$ cat src/rtl/x86mov_pkg.sv
`timescale 1ns / 1ps
package x86mov_pkg;

  typedef enum logic [2:0] {
    PH_OPCODE  = 3'd0,
    PH_MODRM   = 3'd1,
    PH_DISP_LO = 3'd2,
    PH_DISP_HI = 3'd3,
    PH_IMM_LO  = 3'd4,
    PH_IMM_HI  = 3'd5,
    PH_ADDR_LO = 3'd6,
    PH_ADDR_HI = 3'd7
  } phase_t;

  typedef enum logic [2:0] {
    F_RMREG   = 3'd0,
    F_IMMREG  = 3'd1,
    F_IMMRM   = 3'd2,
    F_ACC2MEM = 3'd3,
    F_MEM2ACC = 3'd4,
    F_UNKNOWN = 3'd5
  } form_t;

  localparam logic [7:0] MASK_RMREG  = 8'b1111_1100;
  localparam logic [7:0] CODE_RMREG  = 8'b1000_1000;
  localparam logic [7:0] MASK_IMMREG = 8'b1111_0000;
  localparam logic [7:0] CODE_IMMREG = 8'b1011_0000;
  localparam logic [7:0] MASK_PAIR   = 8'b1111_1110;
  localparam logic [7:0] CODE_IMMRM  = 8'b1100_0110;
  localparam logic [7:0] CODE_ACC2M  = 8'b1010_0010;
  localparam logic [7:0] CODE_M2ACC  = 8'b1010_0000;
  localparam logic [2:0] RM_DIRECT   = 3'h6;

  typedef struct packed {
    phase_t      phase;
    logic [7:0]  opcode_hold;
    logic [7:0]  modrm_hold;
    logic [15:0] disp_hold;
    logic [15:0] imm_hold;
    logic [15:0] addr_hold;
    logic [2:0]  byte_count;
  } dec_state_t;

  typedef struct packed {
    form_t       form;
    logic        wide;
    logic        reg_is_dest;
    logic [2:0]  reg_field;
    logic [1:0]  mode_field;
    logic [2:0]  rm_field;
    logic        direct_mode;
    logic [15:0] displacement;
    logic [15:0] immediate;
    logic [15:0] direct_address;
    logic [2:0]  length;
  } dec_rec_t;

  function automatic form_t classify(input logic [7:0] op);
    form_t f;
    f = F_UNKNOWN;
    if ((op & MASK_RMREG) == CODE_RMREG) f = F_RMREG;
    else if ((op & MASK_IMMREG) == CODE_IMMREG) f = F_IMMREG;
    else if ((op & MASK_PAIR) == CODE_IMMRM) f = F_IMMRM;
    else if ((op & MASK_PAIR) == CODE_ACC2M) f = F_ACC2MEM;
    else if ((op & MASK_PAIR) == CODE_M2ACC) f = F_MEM2ACC;
    return f;
  endfunction

  function automatic logic op_wide(input logic [7:0] op);
    return (classify(op) == F_IMMREG) ? op[3] : op[0];
  endfunction

endpackage

$ cat src/rtl/x86_16_mov_instruction_decoder_unit.sv
`timescale 1ns / 1ps
// Decodes 16-bit x86 MOV instructions from a byte stream, one code byte per cycle with no
// bubbles. Each accepted byte passes through a single registered decode step; the
// record for an instruction appears on the output in the cycle after its last byte is
// accepted (every unrecognised opcode byte yields a one-byte unknown record). The
// input stalls only while a finished record sits in the output register and the
// receiver stalls it; a record being taken in the same cycle frees the register.
module x86_16_mov_instruction_decoder_unit import x86mov_pkg::*; (
  input  logic               clk,
  input  logic               rst,
  input  logic               in_valid,
  output logic               in_stall,
  input  logic [7:0]         code_byte,
  output logic               out_valid,
  input  logic               out_stall,
  output logic [2:0]         form,
  output logic               wide,
  output logic               reg_is_dest,
  output logic [2:0]         reg_field,
  output logic [1:0]         mode_field,
  output logic [2:0]         rm_field,
  output logic               direct_mode,
  output logic signed [15:0] displacement,
  output logic [15:0]        immediate,
  output logic [15:0]        direct_address,
  output logic [2:0]         length
);

  dec_state_t state;
  dec_state_t state_next;
  dec_rec_t   rec_next;
  dec_rec_t   rec;
  logic       emit;
  logic       in_accept;

  x86mov_step u_step (
    .cur       (state),
    .code_byte (code_byte),
    .nxt       (state_next),
    .emit      (emit),
    .rec       (rec_next)
  );

  assign in_stall  = out_valid && out_stall;
  assign in_accept = in_valid && !in_stall;

  always_ff @(posedge clk) begin
    if (rst) begin
      state     <= '0;
      out_valid <= 1'b0;
    end else begin
      if (in_accept) state <= state_next;
      if (in_accept && emit) out_valid <= 1'b1;
      else if (!out_stall) out_valid <= 1'b0;
    end
    if (in_accept && emit) rec <= rec_next;
  end

  assign form           = rec.form;
  assign wide           = rec.wide;
  assign reg_is_dest    = rec.reg_is_dest;
  assign reg_field      = rec.reg_field;
  assign mode_field     = rec.mode_field;
  assign rm_field       = rec.rm_field;
  assign direct_mode    = rec.direct_mode;
  assign displacement   = rec.displacement;
  assign immediate      = rec.immediate;
  assign direct_address = rec.direct_address;
  assign length         = rec.length;

  a_new_record_from_byte: assert property (@(posedge clk) disable iff (rst)
    $rose(out_valid) |-> $past(in_accept && emit))
    else $error("record appeared without an accepted final byte");

  a_unknown_len: assert property (@(posedge clk) disable iff (rst)
    (out_valid && rec.form == F_UNKNOWN) |-> (rec.length == 3'd1))
    else $error("unknown record with length other than one");

  a_known_len: assert property (@(posedge clk) disable iff (rst)
    (out_valid && rec.form != F_UNKNOWN) |-> (rec.length >= 3'd2))
    else $error("MOV record shorter than two bytes");

  a_emit_resets_phase: assert property (@(posedge clk) disable iff (rst)
    (in_accept && emit) |=> (state.phase == PH_OPCODE))
    else $error("decoder not back at opcode after a record");

endmodule

$ cat src/rtl/x86mov_step.sv
`timescale 1ns / 1ps
module x86mov_step import x86mov_pkg::*; (
  input  dec_state_t  cur,
  input  logic [7:0]  code_byte,
  output dec_state_t  nxt,
  output logic        emit,
  output dec_rec_t    rec
);

  form_t      op_form;
  form_t      rf;
  logic [1:0] cur_mod;
  logic [1:0] mod;
  logic [2:0] rm;
  logic       has_modrm;
  logic       is_direct;

  assign op_form = classify(cur.opcode_hold);
  assign cur_mod = cur.modrm_hold[7:6];

  always_comb begin
    nxt  = cur;
    emit = 1'b0;
    if (cur.phase == PH_OPCODE) begin
      nxt.opcode_hold = code_byte;
      nxt.modrm_hold  = '0;
      nxt.disp_hold   = '0;
      nxt.imm_hold    = '0;
      nxt.addr_hold   = '0;
      nxt.byte_count  = 3'd1;
      unique case (classify(code_byte))
        F_RMREG, F_IMMRM:     nxt.phase = PH_MODRM;
        F_IMMREG:             nxt.phase = PH_IMM_LO;
        F_ACC2MEM, F_MEM2ACC: nxt.phase = PH_ADDR_LO;
        default:              emit = 1'b1;
      endcase
    end else begin
      nxt.byte_count = cur.byte_count + 3'd1;
      unique case (cur.phase)
        PH_MODRM: begin
          nxt.modrm_hold = code_byte;
          if (code_byte[7:6] == 2'd0 && code_byte[2:0] == RM_DIRECT) begin
            nxt.phase = PH_ADDR_LO;
          end else if (code_byte[7:6] == 2'd1 || code_byte[7:6] == 2'd2) begin
            nxt.phase = PH_DISP_LO;
          end else if (op_form == F_IMMRM) begin
            nxt.phase = PH_IMM_LO;
          end else begin
            emit = 1'b1;
          end
        end
        PH_DISP_LO: begin
          if (cur_mod == 2'd2) begin
            nxt.disp_hold = {8'h00, code_byte};
            nxt.phase     = PH_DISP_HI;
          end else begin
            nxt.disp_hold = {{8{code_byte[7]}}, code_byte};
            if (op_form == F_IMMRM) nxt.phase = PH_IMM_LO;
            else emit = 1'b1;
          end
        end
        PH_DISP_HI: begin
          nxt.disp_hold[15:8] = code_byte;
          if (op_form == F_IMMRM) nxt.phase = PH_IMM_LO;
          else emit = 1'b1;
        end
        PH_ADDR_LO: begin
          nxt.addr_hold = {8'h00, code_byte};
          nxt.phase     = PH_ADDR_HI;
        end
        PH_ADDR_HI: begin
          nxt.addr_hold[15:8] = code_byte;
          if (op_form == F_IMMRM) nxt.phase = PH_IMM_LO;
          else emit = 1'b1;
        end
        PH_IMM_LO: begin
          nxt.imm_hold = {8'h00, code_byte};
          if (op_wide(cur.opcode_hold)) nxt.phase = PH_IMM_HI;
          else emit = 1'b1;
        end
        PH_IMM_HI: begin
          nxt.imm_hold[15:8] = code_byte;
          emit = 1'b1;
        end
        default: nxt.phase = PH_OPCODE;
      endcase
    end
    if (emit) nxt.phase = PH_OPCODE;
  end

  assign rf        = classify(nxt.opcode_hold);
  assign mod       = nxt.modrm_hold[7:6];
  assign rm        = nxt.modrm_hold[2:0];
  assign has_modrm = (rf == F_RMREG) || (rf == F_IMMRM);
  assign is_direct = (mod == 2'd0) && (rm == RM_DIRECT);

  always_comb begin
    rec        = '0;
    rec.form   = rf;
    rec.length = nxt.byte_count;
    if (rf == F_UNKNOWN) begin
      rec.length = 3'd1;
    end else begin
      rec.wide        = op_wide(nxt.opcode_hold);
      rec.reg_is_dest = ((rf == F_RMREG) && nxt.opcode_hold[1]) ||
                        (rf == F_IMMREG) || (rf == F_MEM2ACC);
      if (has_modrm) begin
        rec.reg_field   = nxt.modrm_hold[5:3];
        rec.mode_field  = mod;
        rec.rm_field    = rm;
        rec.direct_mode = is_direct;
        if (mod == 2'd1 || mod == 2'd2) rec.displacement = nxt.disp_hold;
        if (is_direct) rec.direct_address = nxt.addr_hold;
      end else if (rf == F_IMMREG) begin
        rec.reg_field = nxt.opcode_hold[2:0];
      end
      if (rf == F_IMMREG || rf == F_IMMRM) rec.immediate = nxt.imm_hold;
      if (rf == F_ACC2MEM || rf == F_MEM2ACC) rec.direct_address = nxt.addr_hold;
    end
  end

endmodule
$ cat config.mk
export PLATFORM = sky130hd
export DESIGN_NAME = x86_16_mov_instruction_decoder_unit
export DESIGN_NICKNAME = d
export VERILOG_FILES = /design/src/rtl/x86mov_pkg.sv /design/src/rtl/x86_16_mov_instruction_decoder_unit.sv /design/src/rtl/x86mov_step.sv
export SDC_FILE = /design/constraint.sdc
export NUM_CORES = 1
export LEC_CHECK = 0
export ABC_AREA = 1
export BUFFER_PORTS_ARGS = -buffer_cell sky130_fd_sc_hd__buf_4
export CORE_MARGIN = 2
export CORE_UTILIZATION = 52
export CTS_BUF_LIST = sky130_fd_sc_hd__clkbuf_8 sky130_fd_sc_hd__clkbuf_16
export DETAILED_ROUTE_END_ITERATION = 7
export GPL_TIMING_DRIVEN = 0
export PLACE_DENSITY = 0.72
export SLEW_MARGIN = 10
export SYNTH_ARGS = -nofsm -noshare
export SYNTH_HDL_FRONTEND = slang
export SYNTH_HIERARCHICAL = 1
export SYNTH_SLANG_ARGS = --single-unit
$ cat constraint.sdc
create_clock -name clk -period 18.2 [get_ports clk]
set_clock_uncertainty 0.05 [all_clocks]
set_input_delay 0.91 -clock clk [delete_from_list [all_inputs] [get_ports clk]]
set_output_delay 0.91 -clock clk [all_outputs]
set_load 0.01 [all_outputs]
After elaboration in Yosys (flattened, before gate mapping) --
Cells that the tools add are included.
Cells by class: bitwise logic cells 3, multiplexer cells 55, $add $sub $neg 1, equal/unequal tests 45, reductions and logical operators 27
Operators by type and width (count):
- $mux W3 | 25
- $mux W16 | 4
- $eq A7 B7 Y1 const B | 9
- $mux W59 | 1
- $pmux W8 S2 | 3
- $mux W8 | 5
- $eq A3 B3 Y1 const B | 9
- $eq A3 B2 Y1 const B | 7
- $eq A6 B6 Y1 const B | 3
- $pmux W3 S6 | 1
- $eq A3 B1 Y1 const B | 5
- $mux W1 | 14
- $eq A4 B4 Y1 const B | 3
- $reduce_or A2 Y1 | 5
- $logic_not A3 Y1 | 3
- $pmux W3 S3 | 1
- $logic_or A1 B1 Y1 | 7
- $eq A2 B2 Y1 const B | 3
- $logic_and A1 B1 Y1 | 6
- $ne A5 B5 Y1 const B | 1
- $pmux W1 S5 | 1
- $reduce_or A5 Y1 | 1
- $eq A2 B1 Y1 const B | 2
- $logic_not A2 Y1 | 2
- other kinds (8) | 10
Storage, ports and cells: output and inout port bits 67, flip-flop bits (word level) 136, logic and storage cells 150

Logic depth before layout (Yosys ltp) --
Gate-level depths: netlist of the first run.
depth after elaboration 15, mapped depth 15, mapped depth without buffers 14

By module --
The synthesis of the first run kept the hierarchy.
By module, submodules not included:
- x86_16_mov_instruction_decoder_unit | cells an instance 533, area an instance 5126.2 um^2, seq. area each 3373.2 um^2, times used 1
- x86mov_step | cells an instance 445, area an instance 2135.8 um^2, seq. area each 0.0 um^2, times used 1

Worst setup path before layout of the first run --
Ideal clock, no wire load.
kind input port to flip-flop, start in code_byte[7], end reg rec (netlist bit direct_address[0]) (enable), slack 11.149 ns, stages on the path 10, arrival time 6.434 ns, required time 17.582 ns, buffers on the path 1, cells stage by stage clkbuf_1 -> inv_1 -> ha_1 -> nor2_1 -> nand3_1 -> nand2_1 -> nor2_1 -> nand2_1 -> inv_1 -> nor3_1
Between the ends: cells in the longest elaborated chain, start to end 12, elaborated cells between the ends (all ways) 28, classes of those cells 11 x eq/ne; 11 x mux; 6 x reduce/logical
RTL lines:
- from (decl) | RTL line x86_16_mov_instruction_decoder_unit.sv:13 | input logic [7:0] code_byte,
- $eq A7 B7 Y1 | RTL line x86mov_pkg.sv:65 | else if ((op & MASK_PAIR) == CODE_M2ACC) f = F_MEM2ACC;
- $mux W1 | RTL line x86mov_pkg.sv:65
- $mux W3 | RTL line x86mov_pkg.sv:64 | else if ((op & MASK_PAIR) == CODE_ACC2M) f = F_ACC2MEM;
- $mux W3 | RTL line x86mov_pkg.sv:63 | else if ((op & MASK_PAIR) == CODE_IMMRM) f = F_IMMRM;
- $mux W3 | RTL line x86mov_pkg.sv:62 | else if ((op & MASK_IMMREG) == CODE_IMMREG) f = F_IMMREG;
- $mux W3 | RTL line x86mov_pkg.sv:61 | if ((op & MASK_RMREG) == CODE_RMREG) f = F_RMREG;
- $mux W3 | RTL line x86mov_step.sv:24 | if (cur.phase == PH_OPCODE) begin
- $eq A3 B2 Y1 (tied with other cells) | RTL line x86mov_step.sv:31 | unique case (classify(code_byte))
- $reduce_or A5 Y1 (no source line)
- $mux W1 | RTL line x86mov_step.sv:31
- $mux W1 (*) | RTL line x86mov_step.sv:24
- via emit | RTL line x86_16_mov_instruction_decoder_unit.sv:33 | logic emit;
- $logic_and A1 B1 Y1 (*) | RTL line x86_16_mov_instruction_decoder_unit.sv:56 | if (in_accept && emit) rec <= rec_next;
- to (signal assigned) | RTL line x86_16_mov_instruction_decoder_unit.sv:56
- to (decl) | RTL line x86_16_mov_instruction_decoder_unit.sv:32 | dec_rec_t rec;
Mark *: on every way through the listed nets, which the timed path passes. The rest lies on a longest branch. The select of a mux whose other input is x is not followed. A chain may end at the register's enable or synchronous reset.

Final worst setup path of the first run --
start in code_byte[7], end reg rec (netlist bit direct_address[5]) (enable)
Same word-level chain as after synthesis.

==> results.toml, run 1 <==
[worst_setup_path]
required_ns = 18.27
cp.arrival_ns = 4.02
r2r_start = "state[68]"
critPathLaunch = "code_byte[7]"
crit_type = "primary input to flop"
start_kind = "primary input"
cp-end-kind = "flop"
worstPathMaxFanout = 12

[yosys]
async_flop_share_pct = 0
ys_seq_elements = 136
synth_top_area_share_pct = 26.9
synth_area_um2 = 7260
synth_cell_type_count = 41
syn_area_per_cell_um2 = 7.43
synth_cells = 978
synth_area_leader_cell = "edfxtp_1"
yosysMostFrequentCell = "nand2_1"
ys.flop_type = "dfxtp_1"
synth_edf_count = 65
ys_top_cells_by_count = "nand2_1 (163), nor2_1 (160), inv_1 (130), nand3_1 (106), a21oi_1 (91)"
synth_seq_area_share_pct = 46.5
synthTopCellsByArea = "edfxtp_1 (27%), dfxtp_1 (20%), nand2_1 (8.4%)"
yosys_warnings = 6
syn_nets = 994

[die]
placementRows = 43
ios = 79
die_x_um = 122
die_h_um = 122
start_util_pct = 52.7
die_area_um2 = 14900
coreArea_um2 = 13800

[final_layout]
n_antenna_cell = 0
nNetsFinal = 1094
final_cells = 1271
drive_gt1_share_pct = 17.2
fillers = 1261
area_delta_synth_final_pct = 20.0
fin_area_um2 = 8710

[place]
numPortBuffers = 76
place_area_um2 = 8100
gp_congestion = 0.946
dp_cells = 1239
place_ws_ns = 13.87
dp_hpwl_mm = 14.0

[grt]
grt_pass1_vias = 6045
grt_max_degree = 17
grtUsageTotal_pct = 27.8
grt-ovfl-total = 0
grt_pass1_wl_mm = 31.3
grt_antenna_before_repair = 0

[drt]
first_pass_iters = 5
drt-vias-per-instance = 5.37
antenna_left = 0
drc = 0
wire_per_inst_um = 15.9
drt-total-wl_mm = 20.2
dr.first_iter.drc_count = 741
vias = 6830

[clocking]
holdBufCountCts = 0
tritoncts = "done"
clk_path_buf_depth = 2
clock-sinks = 136
root_buffer = "clkbuf_16"
post_cts_resized = 0
h-tree-depth = 4
clk_latency_ns = 0.43
clk_transition_reported_paths_ns = 0.05
numCtsBuffers = 17
post_cts_buffers = 0

[timing]
finalSetupViolations = 0
finalWorstPathRequiredPeriod_ns = 3.95
max_freq_mhz = 253
slew_violations = 0
post-route-period-util_pct = 21.7
setup_slack_ns = 14.25
tightest_slew_ns = 0.856
setup_tns_ns = 0
rsz0062_at_grt = "no"
slew_headroom_pct = 42.6
hold_viol = 0
holdWs_ns = 0.426

[worst_hold_path]
hp-start = "state[47]"
hp-class = "flop to flop"

[power_and_ir_drop]
p_per_area_nw_per_um2 = 105
p_leak_uw = 0.00369
ir_worst_vdd_uv = 66.3

[flow_run]
drv_cap = 0

[run_status]
outcome = "finished clean"
-- cells by family after synthesis --
| family | synth area share (%) |
|---|---|
| compound gates | 11.4 |
| buf+inv | 12.7 |
| simple gates | 28.8 |
| flops | 46.5 |
| fa+ha+maj | 0.689 |
-- where the power goes --
part | internal (uW) | switching, uW
clock network | 227 | 130
registers | 352 | 11.8
logic | 67.2 | 123
-- final timing paths --
kind	to	slack, ns	cells after the start
min	state[47]	0.43	2
max reg2reg	direct_address[5]	14.39	14
min reg2reg	state[47]	0.43	2
max	direct_address[5]	14.25	14
-- layer usage --
| metal | share of wire (%) | GRT usage (%) |
|---|---|---|
| met5 | 0 | 0 |
| met4 | 3.4 | 12.6 |
| met3 | 7.4 | 4.92 |
| met2 | 46 | 44.0 |
| met1 | 43 | 37.4 |
-- cell usage in the layout, fill, tap and decap left out, types with 2 or more instances in the layout --
master	instances
buf_2	20
clkbuf_16	17
inv_2	10
nor4_1	4
clkbuf_1	19
ha_1	4
clkinv_2	4
nor2_4	2
buf_6	12
nor3_2	2
bufinv_16	4
nand2_1	163
nand2_2	10
o21ai_0	47
edfxtp_1	65
clkinv_4	2
nand3_1	106
nor3b_1	2
o22ai_1	10
a31oi_1	3
nor2_1	160
clkinv_1	4
a21oi_1	91
buf_4	91
nor3_1	11
inv_1	132
nand2_4	2
nand4_1	5
dfxtp_1	71
-- flip-flops by register name, indices dropped and copies added, names as in the netlist --
register and count:
mode_field 2, direct_address 16, direct_mode 1, reg_is_dest 1, state 70, rm_field 3, reg_field 3, out_valid 1
form 3, displacement 16, immediate 16, wide 1, length 3
-- metrics by stage --
stage	utilization [%]	total power, uW
6_report	63.3	912
3_5_place_dp	58.8	557
3_3_place_gp	58.5	555
5_1_grt	63.3	951
2_1_floorplan	-	495
4_1_cts	63.3	913
-- layout make-up --
cell class / instances / area [um^2] / share of cell area (%)
Tap cell: 180 / 225 / 2.58
Timing Repair Buffer: 81 / 612 / 7.02
Buffer: 62 / 383 / 4.39
Inverter: 143 / 537 / 6.16
Sequential cell: 136 / 3370 / 38.7
Multi-Input combinational cell: 637 / 2970 / 34.1
Clock buffer: 17 / 425 / 4.88
Clock inverter: 15 / 185 / 2.12
-- worst max-delay path, cell delays in order --
cell      delay [ns]
buf_4           0.09
clkbuf_1        0.35
inv_1           0.24
ha_1            0.34
nor2_1          0.17
nand3_1         0.09
nand2_1         0.08
nor2_1          0.05
nand2_1         0.14
inv_1           0.11
nor3_2          0.72
buf_6           0.26
buf_4           0.22
buf_4           0.24
No activity file was read; power rests on OpenSTA's default activity.
==> run 2: changes to the inputs <==
ABC_AREA = 0   (was 1)
PLACE_DENSITY = 0.75   (was 0.72)
clock period = 3.5 ns   (was 18.2 ns; I/O delays follow)
==> run 2 against run 1 <==
Hold slack got worse by 0.38 ns; synthesized cell count decreased by 21%; synthesized area is 4.3% higher; sequential cell count unchanged; register-to-register slack got worse by 14 ns; cell area is 3.8% higher; combinational power rose to 3.0 times the previous value.
==> results.toml, run 2 <==
[timing]
setup_slack_ns = 0.246
holdWs_ns = 0.0455
max_freq_mhz = 307
rsz0062_at_grt = "no"
hold_viol = 0
finalSetupViolations = 0
post-route-period-util_pct = 93.0
tightest_slew_ns = 0.886
setup_tns_ns = 0
slew_headroom_pct = 40.9
finalWorstPathRequiredPeriod_ns = 3.25
slew_violations = 0

[clocking]
clk_transition_reported_paths_ns = 0.06
root_buffer = "clkbuf_16"
tritoncts = "done"
clk_latency_ns = 0.43
post_cts_buffers = 0
h-tree-depth = 4
numCtsBuffers = 17
clk_path_buf_depth = 2
clock-sinks = 136

[power_and_ir_drop]
ir_worst_vdd_uv = 342
power.clock.fraction_pct = 43.9
pwr-share-seq_pct = 42.4
swShare_pct = 25.1
combPwrFrac_pct = 13.7
internal-power_uw = 3180
p_per_area_nw_per_um2 = 469
p_leak_uw = 0.00339
power.switching_uw = 1070

[worst_hold_path]
hp-start = "rst"
hold-path-cell-count = 3
hp-class = "primary input to flop"
whs_endpoint = "state[63]"

[worst_setup_path]
cp.buffers_inverters = 5
r2r_slack_ns = 0.25
cp-end-kind = "flop"
timing.rr.end = "length[2]"
crit_path_frequent_cell = "buf_2"
max_stage_delay_ns = 0.53
cp.arrival_ns = 3.32
cp_top_family = "buffers and inverters"
r2r_start = "state[67]"
start_kind = "flop"
cp_cell_sequence = "buf_2 -> buf_2 -> inv_2 -> buf_2 -> nor3_1 -> o211ai_1 -> o211ai_1 -> nand2_1 -> nor2_4 -> buf_12"
reg2reg_depth = 10
required_ns = 3.57
crit_type = "flop to flop"
cp_slowest_cell = "nor2_4"
critPathLaunch = "state[67]"
worstPathMaxFanout = 32

[yosys]
synth_area_leader_cell = "edfxtp_1"
ys.flop_type = "dfxtp_1"
synth_seq_area_share_pct = 44.5
synth_top_area_share_pct = 25.8
ys_top_cells_by_count = "nand2b_1 (142), nand2_1 (93), mux2i_1 (74), dfxtp_1 (71), edfxtp_1 (65)"
ys_seq_elements = 136
synth_area_um2 = 7570
synth_edf_count = 65
async_flop_share_pct = 0
yosys_warnings = 6
synth_cell_type_count = 64
synthTopCellsByArea = "edfxtp_1 (26%), dfxtp_1 (19%), nand2b_1 (12%)"
syn_area_per_cell_um2 = 9.85
yosysMostFrequentCell = "nand2b_1"
synth_cells = 769
syn_nets = 785

[die]
die_area_um2 = 15500
ios = 79
die_x_um = 125
die_h_um = 125
coreArea_um2 = 14400
start_util_pct = 52.7
placementRows = 44

[drt]
antenna_left = 0
drc = 0
first_pass_iters = 5
drt-total-wl_mm = 19.0
dr.first_iter.drc_count = 601
vias = 5952
drt-vias-per-instance = 5.59
wire_per_inst_um = 17.8

[place]
dp_hpwl_mm = 13.0
place_ws_ns = 0.0921
numPortBuffers = 77
gp_congestion = 0.966

[flow_run]
drv_cap = 0

[final_layout]
area_delta_synth_final_pct = 19.4
fillers = 1150
multiInputGateArea_um2 = 3640
n_antenna_cell = 0
drive_gt1_share_pct = 21.1
regArea_um2 = 3370
final_cell_mix = "nand2b_1 (142), nand2_1 (93), buf_4 (79), mux2i_1 (74), dfxtp_1 (71)"
nNetsFinal = 884
layout_commonest_cell = "nand2b_1"
top_register = "state"
largest_reg_flops = 70

[grt]
grt-ovfl-total = 0
grtUsageTotal_pct = 24.4
grt_max_degree = 35
grt_pass1_vias = 5978
grt_antenna_before_repair = 0
grt_pass1_wl_mm = 30.2

[run_status]
outcome = "finished clean"
run 2: cell count changes after synthesis, moves of 9 or more:
cell and change:
nand2b_1 +142, nor2_1 -139, inv_1 -102, nand3_1 -102
a21oi_1 -80, mux2i_1 +74, nand2_1 -70, nor2b_1 +29
a21boi_2 +10, a22o_1 +10, nand2_2 -10, buf_4 -9
run 2: metrics by stage:
step                      util [%]  power (uW)  cell area [um^2]  cells
after floorplan                  -        2180              7580    769
after global placement        58.4        2380              8390   1030
after detailed placement      58.5        2400              8410   1031
after CTS                     62.9        4260              9040   1064
after global routing          62.9        4380              9040   1065
final                         62.9        4240              9040   1065
run 2: cell families after synthesis:
logic type,share of synthesized area (%)
and+or+nand+nor,24.9
xor gates and xnor gates,0.116
muxes,10.1
DFF,44.5
adders and majority gates,0.661
buffers and inverters,7.52
AOI/OAI and AO/OA,12.2
run 2: final cells by class:
type | instances | area share [%]
Tap cell | 184 | 2.55
Timing Repair Buffer | 79 | 6.72
Clock buffer | 20 | 5.16
Buffer | 61 | 5.01
Sequential cell | 136 | 37.3
Multi-Input combinational cell | 542 | 40.3
Inverter | 31 | 1.29
Clock inverter | 12 | 1.67
run 2: tightest hold or removal path, stage by stage:
cell and delay (ns):
buf_6 0.12, nand2b_1 0.11, mux2i_1 0.06
run 2: power groups by stage:
| stage | clock network [uW] | registers [uW] | logic [uW] |
|---|---|---|---|
| after floorplan | 0 | 1870 | 319 |
| after global placement | 0 | 1830 | 551 |
| after detailed placement | 0 | 1830 | 571 |
| after CTS | 1890 | 1800 | 574 |
| after global routing | 1950 | 1810 | 621 |
| final | 1860 | 1800 | 582 |
run 2: how the worst max path moves through the flow:
stage / depth (start not counted) / slack, ns / end
6_report: 10 / 0.25 / length[2]
5_1_grt: 10 / 0.05 / length[2]
4_1_cts: 10 / 0.08 / length[2]
3_5_place_dp: 10 / 0.09 / direct_address[8]
3_3_place_gp: 9 / -0.17 / direct_address[9]
2_1_floorplan: 9 / 0.56 / direct_address[0]
run 2: routing by layer:
layer	up-vias	track usage [%]	wire length (um)	part of all wire [%]
li1	2818	-	-	-
met1	2889	31.1	8160	43
met2	216	40.1	9260	49
met3	29	4.77	1050	5.5
met4	0	11.3	493	2.6
met5	-	0	0	0
run 2: what timing repair did:
| item | in CTS | in global routing |
|---|---|---|
| resized for setup | 0 | 0 |
| endpoints found under the hold margin | 1 | 0 |
| setup endpoints to repair | 0 | 32 |
| hold buffers | 1 | 0 |
==> run 3: changes to the inputs <==
MAX_ROUTING_LAYER = met4   (was unset)
==> run 3 against run 2 <==
Routed wire length is 0.32% higher; register-to-register slack lost 0.04 ns; combinational power about the same; die area stayed put; clock power up 10%; highest routed layer unchanged.
==> results.toml, run 3 (synthesized netlist as in run 2, its figures left out) <==
[power_and_ir_drop]
p_per_area_nw_per_um2 = 487
power.clock.fraction_pct = 46.3
power.switching_uw = 1080
ir_worst_vdd_uv = 326
combPwrFrac_pct = 13.1
p_leak_uw = 0.00343
swShare_pct = 24.3
internal-power_uw = 3350
pwr-share-seq_pct = 40.6

[grt]
grt-ovfl-total = 0
grtUsageTotal_pct = 25.2
grt_pass1_vias = 6012
grt_antenna_before_repair = 0
grt_pass1_wl_mm = 30.3
grt_max_degree = 35

[clocking]
numCtsBuffers = 17
tritoncts = "done"
clk_latency_ns = 0.43
root_buffer = "clkbuf_16"
post_cts_resized = 0
h-tree-depth = 4
clk_path_buf_depth = 2
holdBufCountCts = 0
clock-sinks = 136
clk_transition_reported_paths_ns = 0.06

[die]
coreArea_um2 = 14400
die_x_um = 125
ios = 79
die_h_um = 125
placementRows = 44
start_util_pct = 52.7
die_area_um2 = 15500

[final_layout]
area_delta_synth_final_pct = 20.0
nNetsFinal = 883
n_antenna_cell = 0
final_cells = 1064
final_cell_mix = "nand2b_1 (142), nand2_1 (93), buf_4 (79), mux2i_1 (74), dfxtp_1 (71)"
fin_area_um2 = 9090
top_register = "state"
final_util_pct = 63.2
layout_commonest_cell = "nand2b_1"
drive_gt1_share_pct = 21.1
largest_reg_flops = 70

[worst_setup_path]
cp-end-kind = "flop"
required_ns = 3.57
start_kind = "flop"
worstPathMaxFanout = 32
cp.arrival_ns = 3.36
crit_type = "flop to flop"

[run_status]
outcome = "finished clean"

[flow_run]
drv_cap = 0

[timing]
post-route-period-util_pct = 94.0
slew_violations = 0
rsz0062_at_grt = "no"
slew_headroom_pct = 42.1
tightest_slew_ns = 0.868
hold_viol = 0
finalSetupViolations = 0
max_freq_mhz = 304
finalWorstPathRequiredPeriod_ns = 3.29

[drt]
drt-total-wl_mm = 19.0
drt-vias-per-instance = 5.59
vias = 5950
first_pass_iters = 5
antenna_left = 0
drc = 0
dr.first_iter.drc_count = 635
wire_per_inst_um = 17.9

[place]
numPortBuffers = 77
dp_cells = 1031
dp_hpwl_mm = 13.0
place_area_um2 = 8410
gp_congestion = 0.981

[worst_hold_path]
hp-class = "primary input to flop"
run 3: per-stage QoR:
stage / hold slack (ns) / worst slack (ns) / setup TNS (ns) / power, uW
after floorplan: 0.292 / 0.562 / 0 / 2180
after global placement: 0.408 / -0.181 / -11.20 / 2380
after detailed placement: 0.420 / 0.0531 / 0 / 2400
after CTS: 0.00791 / 0.0405 / 0 / 4440
after global routing: 0.0321 / 0.0373 / 0 / 4550
final: 0.0189 / 0.211 / 0 / 4430
run 3: routing by layer:
metal	GRT usage [%]	vias up	part of all wire, %
li1	-	2828	-
met1	30.6	2847	43
met2	41.0	227	49
met3	5.20	48	5.8
met4	10.8	0	2.9
met5	-	-	0
run 3: path summary, 6_finish.rpt:
path	startpoint	to	slack (ns)	depth (start not counted)
worst max register to register	state[67]	direct_address[0]	0.21	10
worst min-delay path	out_stall	out_valid	0.02	3
worst max-delay path	state[67]	direct_address[0]	0.21	10
worst min register to register	state[16]	state[16]	0.43	2
run 3: worst max-delay path: stages, from the launching register on:
cell and delay (ns):
dfxtp_1 0.34, buf_2 0.28, buf_2 0.34, inv_2 0.06
buf_2 0.19, nor3_1 0.31, o211ai_1 0.15, o211ai_1 0.19
nand2_1 0.23, nor2_4 0.54, buf_12 0.28
run 3: layout make-up:
class | count | area [um^2]
fillers | 1129 | 5280
well taps | 184 | 230
multi-input cells | 542 | 3640
repair buffers | 78 | 598
inverters | 31 | 116
clock buffers | 18 | 439
clock inverters | 14 | 231
plain buffers | 61 | 453
flip-flops and latches | 136 | 3370
run 3: timing repair:
action	CTS	global route
endpoints found under the hold margin	0	0
setup endpoints to repair	0	32
setup buffers	0	0
run 3: power by group through the flow:
stage                     Sequential (uW)  Clock [uW]  Combinational (uW)
after global placement               1830           0                 551
after CTS                            1800        2070                 574
final                                1800        2050                 581
after global routing                 1810        2130                 619
after detailed placement             1830           0                 572
after floorplan                      1870           0                 319
